==> config.mk <==
export PLATFORM = sky130hd
export DESIGN_NAME = asm_front
export DESIGN_NICKNAME = d
export VERILOG_FILES = /design/src/rtl/core/allocation_statistics_monitor_assert.svh /design/src/rtl/core/asm_pkg.sv /design/src/rtl/core/asm_front.sv
export SDC_FILE = /design/constraint.sdc
export NUM_CORES = 1
export LEC_CHECK = 0
export BUFFER_PORTS_ARGS = -buffer_cell sky130_fd_sc_hd__buf_4
export CORE_ASPECT_RATIO = 2
export CORE_UTILIZATION = 39
export CTS_CLUSTER_SIZE = 25
export DETAILED_ROUTE_END_ITERATION = 12
export GPL_TIMING_DRIVEN = 0
export PLACE_DENSITY_LB_ADDON = 0.3
export SYNTH_ARGS = -nofsm -noshare
export SYNTH_HDL_FRONTEND = slang
export SYNTH_SLANG_ARGS = --single-unit
==> constraint.sdc <==
create_clock -name aclk -period 17.73 [get_ports aclk]
set_input_delay 3.546 -clock aclk [delete_from_list [all_inputs] [get_ports aclk]]
set_output_delay 3.546 -clock aclk [all_outputs]
set_load 0.05 [all_outputs]
==> src/rtl/core/allocation_statistics_monitor_assert.svh <==
// Assertion macros for the allocation statistics monitor.
`ifndef ALLOCATION_STATISTICS_MONITOR_ASSERT_SVH
`define ALLOCATION_STATISTICS_MONITOR_ASSERT_SVH
`ifndef ASSERT_OFF
`define ASM_ASSERT(label, clk, rstn, prop, msg) \
    label: assert property (@(posedge clk) disable iff (!rstn) prop) else $error(msg);
`define ASM_ASSERT_NR(label, clk, prop, msg) \
    label: assert property (@(posedge clk) prop) else $error(msg);
`else
`define ASM_ASSERT(label, clk, rstn, prop, msg)
`define ASM_ASSERT_NR(label, clk, prop, msg)
`endif
`endif

==> src/rtl/core/asm_pkg.sv <==
// ----------------------------------------------------------------------------
// asm_pkg
// Shared types and constants of the allocation statistics monitor.
// ----------------------------------------------------------------------------
package asm_pkg;
    localparam int SIZE_BITS  = 48;
    localparam int EPOCH_BITS = 32;
    localparam int NUM_HIST   = 7;
    localparam int HIST_BITS  = 3;

    typedef enum logic [3:0] {
        CMD_ALLOC = 4'd0, CMD_FREE = 4'd1, CMD_GALLOC = 4'd2, CMD_GFREE = 4'd3,
        CMD_MMAP = 4'd4, CMD_MUNMAP = 4'd5, CMD_LFREE = 4'd6, CMD_REALLOC = 4'd7,
        CMD_READ = 4'd8
    } cmd_t;

    localparam logic [HIST_BITS-1:0] H_ALLOC  = 3'd0;
    localparam logic [HIST_BITS-1:0] H_FREE   = 3'd1;
    localparam logic [HIST_BITS-1:0] H_GALLOC = 3'd2;
    localparam logic [HIST_BITS-1:0] H_GFREE  = 3'd3;
    localparam logic [HIST_BITS-1:0] H_MMAP   = 3'd4;
    localparam logic [HIST_BITS-1:0] H_MUNMAP = 3'd5;
    localparam logic [HIST_BITS-1:0] H_LIFE   = 3'd6;

    localparam logic [5:0] IDX_ZERO  = 6'd35;
    localparam logic [5:0] IDX_RCNT  = 6'd36;
    localparam logic [5:0] IDX_DELTA = 6'd37;
    localparam logic [5:0] IDX_EPOCH = 6'd38;

    // Decoded item handed from the front end to the back end.
    typedef struct packed {
        logic                  is_alloc;   // live bytes grow, high-water update
        logic                  is_free;    // free path
        logic                  is_lfree;
        logic                  is_realloc;
        logic                  is_read;
        logic                  pre_valid;  // extra history first (mmap/munmap)
        logic [HIST_BITS-1:0]  pre_hist;
        logic                  pre_nocount;
        logic [HIST_BITS-1:0]  main_hist;
        logic                  zero_size;
        logic [63:0]           size;
        logic [63:0]           delta;
        logic [63:0]           age;
        logic [EPOCH_BITS-1:0] epoch;
        logic [HIST_BITS-1:0]  rd_hist;
        logic [2:0]            rd_qty;
        logic [5:0]            rd_idx;
    } op_t;

    typedef enum logic [2:0] {
        ST_IDLE, ST_PRE, ST_MAIN, ST_DIV, ST_OUT
    } be_state_t;
endpackage

==> src/rtl/core/asm_front.sv <==
// ----------------------------------------------------------------------------
// asm_front
// Accepts trace items, decodes them and pushes them into a two-entry queue.
// ----------------------------------------------------------------------------
module asm_front (
    input  logic        aclk,
    input  logic        aresetn,
    input  logic        s_valid,
    output logic        s_ready,
    input  logic [3:0]  s_cmd,
    input  logic [47:0] s_size_value,
    input  logic [47:0] s_old_size,
    input  logic [31:0] s_peak_epoch,
    input  logic        s_partial_unmap,
    input  logic [63:0] s_chunk_age_ticks,
    input  logic [5:0]  s_stat_index,
    output logic        q_valid,
    input  logic        q_ready,
    output asm_pkg::op_t q_op
);
    import asm_pkg::*;

    op_t         dec;
    op_t         q_mem_reg [2];
    logic        wptr_reg, rptr_reg;
    logic [1:0]  cnt_reg;
    logic [SIZE_BITS-1:0] sz, osz;
    logic [5:0]  idx;
    logic [3:0]  h5;

    assign sz  = s_size_value[SIZE_BITS-1:0];
    assign osz = s_old_size[SIZE_BITS-1:0];
    assign idx = s_stat_index;

    always_comb begin
        h5 = 4'd0;
        for (int i = 1; i < 8; i++) begin
            if (idx >= 6'(i * 5)) h5 = 4'(i);
        end
    end

    always_comb begin
        dec = '0;
        dec.size = 64'(sz);
        dec.age = s_chunk_age_ticks;
        dec.epoch = s_peak_epoch[EPOCH_BITS-1:0];
        dec.zero_size = (sz == '0);
        dec.delta = (osz > sz) ? 64'(osz - sz) : 64'(sz - osz);
        dec.rd_idx = idx;
        dec.rd_hist = h5[HIST_BITS-1:0];
        dec.rd_qty = 3'(idx - 6'(h5) * 6'd5);
        dec.pre_nocount = s_partial_unmap;
        case (s_cmd)
            CMD_ALLOC:   begin dec.is_alloc = 1'b1; dec.main_hist = H_ALLOC; end
            CMD_FREE:    begin dec.is_free = 1'b1; dec.main_hist = H_FREE; end
            CMD_GALLOC:  begin dec.is_alloc = 1'b1; dec.main_hist = H_GALLOC; end
            CMD_GFREE:   begin dec.is_free = 1'b1; dec.main_hist = H_GFREE; end
            CMD_MMAP: begin
                dec.is_alloc = 1'b1; dec.main_hist = H_ALLOC;
                dec.pre_valid = 1'b1; dec.pre_hist = H_MMAP; dec.pre_nocount = 1'b0;
            end
            CMD_MUNMAP: begin
                dec.is_free = 1'b1; dec.main_hist = H_FREE;
                dec.pre_valid = 1'b1; dec.pre_hist = H_MUNMAP;
            end
            CMD_LFREE:   begin dec.is_lfree = 1'b1; dec.main_hist = H_LIFE; end
            CMD_REALLOC: dec.is_realloc = 1'b1;
            CMD_READ:    dec.is_read = 1'b1;
            default:     ;
        endcase
    end

    assign s_ready = (cnt_reg != 2'd2);
    assign q_valid = (cnt_reg != 2'd0);
    assign q_op    = q_mem_reg[rptr_reg];

    always_ff @(posedge aclk) begin
        if (s_valid && s_ready) q_mem_reg[wptr_reg] <= dec;
        if (!aresetn) begin
            wptr_reg <= 1'b0;
            rptr_reg <= 1'b0;
            cnt_reg  <= 2'd0;
        end else begin
            if (s_valid && s_ready) wptr_reg <= ~wptr_reg;
            if (q_valid && q_ready) rptr_reg <= ~rptr_reg;
            cnt_reg <= cnt_reg + 2'(s_valid && s_ready) - 2'(q_valid && q_ready);
        end
    end
endmodule

### Word-level counts from Yosys, hierarchy flattened

Memories as Yosys holds them, arrays and structs flattened. A register that Yosys moved wholly into a read port is not among the register bits.
Cells that the tools add are included.

| storage, ports and cells | value |
|---|---|
| flip-flop bits (word level) | 4 |
| bits in writable memories | 468 |
| input port bits | 207 |
| output and inout bits | 252 |
| word-level logic and storage cells | 57 |
| memories kept | 1 |

| cells by class | value |
|---|---|
| add/sub/neg operators | 5 |
| multipliers | 1 |
| magnitude comparators | 8 |
| eq/ne operators | 9 |
| multiplexer cells | 20 |
| bitwise gates (word level) | 2 |
| reduce and logical (&&, ||, !) cells | 8 |

Memory list:

| memory | depth | width | read ports | clocked after Yosys merged registers in | write ports | RTL line | source |
|---|---|---|---|---|---|---|---|
| q_mem_reg | 2 | 234 | 1 | 1 | 1 | asm_front.sv:24 | `op_t q_mem_reg [2];` |

Operators with widths:

| operator | count |
|---|---|
| subtractor 48 x 48 -> 49 bit | 2 |
| 2-to-1 mux 64 bit | 1 |
| > comparator 48 bit | 1 |
| logical NOT 48 bit | 1 |
| 2-to-1 mux 4 bit | 6 |
| >= comparator 6 x 5 -> 1 bit, second input constant | 3 |
| equality test 4 x 3 -> 1 bit, second input constant | 4 |
| >= comparator 6 x 4 -> 1 bit, second input constant | 2 |
| one-hot mux 3 bit (4 select lines) | 1 |
| 2-to-1 mux 1 bit | 11 |
| equality test 4 x 2 -> 1 bit, second input constant | 2 |
| one-hot mux 4 bit (2 select lines) | 1 |
| >= comparator 6 x 3 -> 1 bit, second input constant | 1 |
| >= comparator 6 bit, second input constant | 1 |
| OR reduction 3 bit | 2 |
| equality test 4 x 1 -> 1 bit, second input constant | 1 |
| equality test 4 bit, second input constant | 1 |
| logical NOT 4 bit | 1 |
| multiplier 4 x 3 -> 3 bit, second input constant | 1 |
| subtractor 3 bit | 1 |
| adder 2 x 1 -> 2 bit | 1 |
| logical AND 1 bit | 2 |
| inequality test 2 bit, second input constant | 1 |
| inverter 1 bit | 2 |
| 3 further kinds | 3 |

### Depth between registers and ports, before layout

| logic depth | value |
|---|---|
| depth after elaboration | 10 |
| depth in mapped cells | 15 |
| depth with buffers taken out | 13 |

### Worst setup path before layout

OpenSTA, ideal clock, no wires.

| timing path | value |
|---|---|
| path type | input -> register |
| start point | input s_valid |
| end point | register wptr_reg |
| library setup time | 0.100 ns |
| data arrival time | 13.378 ns |
| data required time | 17.630 ns |
| path slack | 4.251 ns |
| stages | 3 |
| path buffers | 0 |
| path through | nand2_1 nor2_1 o21a_1 |

| between the ends | value |
|---|---|
| word-level cells in the longest chain between the ends | 1 |

RTL lines:

| what | RTL line | source |
|---|---|---|
| start, declared | asm_front.sv:8 | `input logic s_valid,` |
| logical AND 1 bit | asm_front.sv:84 | `if (s_valid && s_ready) wptr_reg <= ~wptr_reg;` |
| end signal, assigned | asm_front.sv:84 |  |
| end, declared | asm_front.sv:25 | `logic wptr_reg, rptr_reg;` |

No other way between the ends.
A chain may end at the register's enable or synchronous reset.

==> flow_summary.toml <==
[clock_tree]
ctsResizeCount = 0
cts_tree = "built"
cts_root_buffer = "clkbuf_16"
cts_hold_buf = 0
clk_latency_ns = 0.56
cts_max_path_buffers = 3
cts-htree-levels = 2
cts_made_buffers = 39
path_clk_slew_ns = 0.06
postCtsSetupRepairBufs = 0
clkSinkCount = 439

[detailed_routing]
viasPerCell = 5.24
detail_route.wl_per_cell_um = 24.1
drtIter0Drc = 899
vias = 15433
drt-total-wl_um = 70900
drtPass1Iterations = 5
detail-route-antenna-nets = 0
drcViolationCount = 0

[synthesis]
syn_area_per_cell_um2 = 13.3
ys.flop_type = "edfxtp_1"
ys_seq_area_frac = 0.596
yosys_warnings = 0
synthArstFlopShare = 0
ys_types = 65
ys_ff_latch = 439
syn-cell-area_um2 = 22000
synthCells = 1664
synth_edf_count = 434

[worst_hold_path]
whs_endpoint = "rptr_reg"
hp-class = "reg -> reg"
hold_depth = 2
hp-start = "rptr_reg"

[worst_setup_path]
worstPathRequired_ns = 17.99
timing.rr.end = "q_mem_reg[0][142]"
end_kind = "flip-flop"
crit_chain = "buf_4 -> inv_1 -> ha_1 -> clkbuf_1 -> nand2_1 -> or4_1 -> nor2_1 -> nand4_1 -> and3_1 -> and3_4 -> nor2_8 -> mux2i_1 -> o21ai_0 -> xor2_1"
worst-r2r-cell-count = 6
cpPeakStageDelay_ns = 0.70
crit_slowest_cell = "mux2i_1"
crit_start = "s_size_value[38]"
setup.worst_path.class = "in -> reg"
r2r_setup_slack_ns = 15.33
cp_max_fo = 10
setup.worst_path.start_class = "input pin"
r2r-start = "cnt_reg[0]"
cp.arrival_ns = 7.70

[final_layout]
drive_gt1_frac = 0.365
nFillCells = 5011
nets = 2481
final_cell_mix = "475 x buf_4, 434 x edfxtp_1, 221 x mux2_2, 123 x a21oi_1, 122 x inv_1"
layout_commonest_cell = "buf_4"
largest_reg_flops = 434
final_cells = 2948
fin_area_um2 = 27900
synthToLayoutAreaGrowth_pct = 26.6
postLayoutCoreUtil = 0.502

[sta]
worst_pin_slew_ns = 1.14
slew_headroom = 0.234
rsz0062_at_grt = "false"
hold_viol = 0
fin_skew_ns = 0.0190
fin_ws_ns = 10.29
fmax_mhz = 134
period_needed_ns = 7.44
maxSlewViolCount = 0
hold-worst-slack_ns = 0.546
finalSetupViolations = 0
finalCritPeriodShare = 0.420

[grt]
grt_max_degree = 63
grt_pass1_vias = 16147
grt_usage = 0.242
antenna_found_initial = 7
grt_pass1_wl_um = 100000
grt_overflow = 0

[floorplanning]
die_w_um = 170
initial_core_util = 0.397
die-area_um2 = 57500
ios = 459
core_area_um2 = 55600
die_y_um = 338
core.rowCount = 122

[outcome]
status = "finished clean"

[placement]
dp_hpwl_um = 56600
io_buffers = 440
dp.cells = 2875
post-place-ws_ns = 9.67
gp_congestion = 0.951
dpl-instance-area_um2 = 26600

[pwr]
p_leak_uw = 0.0111
peakVddDrop_uv = 119
p_per_area_nw_per_um2 = 139

[flow_run]
maxCapViolCount = 0
==> logic make-up (layout without fill, tap and decap cells) <==
| kind of cell | after synthesis | count (layout) | share of synthesized area |
|---|---|---|---|
| DFF | 439 | 439 | 0.596 |
| AOI/OAI and AO/OA | 352 | 352 | 0.100 |
| and+or+nand+nor | 261 | 261 | 0.0609 |
| muxes | 230 | 230 | 0.117 |
| buffers and inverters | 226 | 746 | 0.0463 |
| adders and majority gates | 102 | 102 | 0.0589 |
| xor gates and xnor gates | 53 | 53 | 0.0211 |
| other | 1 | 21 | 0.000170 |
==> Yosys cell counts, drive strengths merged, types with 21 or more instances <==
master,n,share of area
ha,99,0.056
edfxtp,434,0.59
buf,68,0.019
nand4,25,0.0078
xnor2,31,0.012
clkbuf,36,0.0061
a21oi,123,0.028
a21o,45,0.015
xor2,22,0.0087
o21bai,21,0.0072
inv,122,0.021
nand2,69,0.012
nor2,53,0.0098
mux2,221,0.11
o21ai,72,0.016
==> report_power, final <==
part | switching [µW] | total, µW | internal, µW | leakage [µW]
clock | 373 | 862 | 489 | 0.000626
sequential | 27.6 | 1340 | 1320 | 0.00410
combinational | 1130 | 1660 | 535 | 0.00640
total | 1530 | 3870 | 2340 | 0.0111
==> routing by layer <==
metal,part of all wire,wire [µm],global-route usage,vias up
li1,-,-,-,7162
met1,0.30,21300,0.206,7412
met2,0.55,39300,0.475,649
met3,0.069,4910,0.0535,204
met4,0.076,5420,0.173,6
met5,0.00049,35,0,-
==> stage by stage <==
step	setup TNS [ns]	total power, µW
finish	0	3870
global route	0	4010
CTS	0	3910
detailed placement	0	3040
global placement	-290.03	3070
floorplan	0	2520
==> cell type report <==
| cell class | count | area [µm²] | area share |
|---|---|---|---|
| sequential | 439 | 13100 | 0.471 |
| multi-input combinational | 1015 | 7970 | 0.285 |
| timing repair buffer | 451 | 3560 | 0.128 |
| clock buffer | 46 | 1020 | 0.0367 |
| tap | 744 | 931 | 0.0334 |
| buffer | 104 | 563 | 0.0202 |
| inverter | 122 | 458 | 0.0164 |
| clock inverter | 23 | 264 | 0.00946 |
| antenna | 4 | 10.0 | 0.000359 |
==> worst max path at each step <==
stage                                   end  slack (ns)
after detailed placement  q_mem_reg[0][144]        9.67
after floorplan                    wptr_reg        4.25
after CTS                         q_op[167]       10.15
after global routing      q_mem_reg[0][144]        9.98
after global placement             wptr_reg       -1.42
final                     q_mem_reg[1][144]       10.29
==> worst max-delay path: cells and delay by family <==
kind,cells,cell delay (ns)
fa+ha+maj,1,0.27
mux,1,0.70
compound gates,1,0.24
buf+inv,3,0.60
xor+xnor,1,0.55
simple gates,7,1.78
Power figures use the tool's default switching activity.
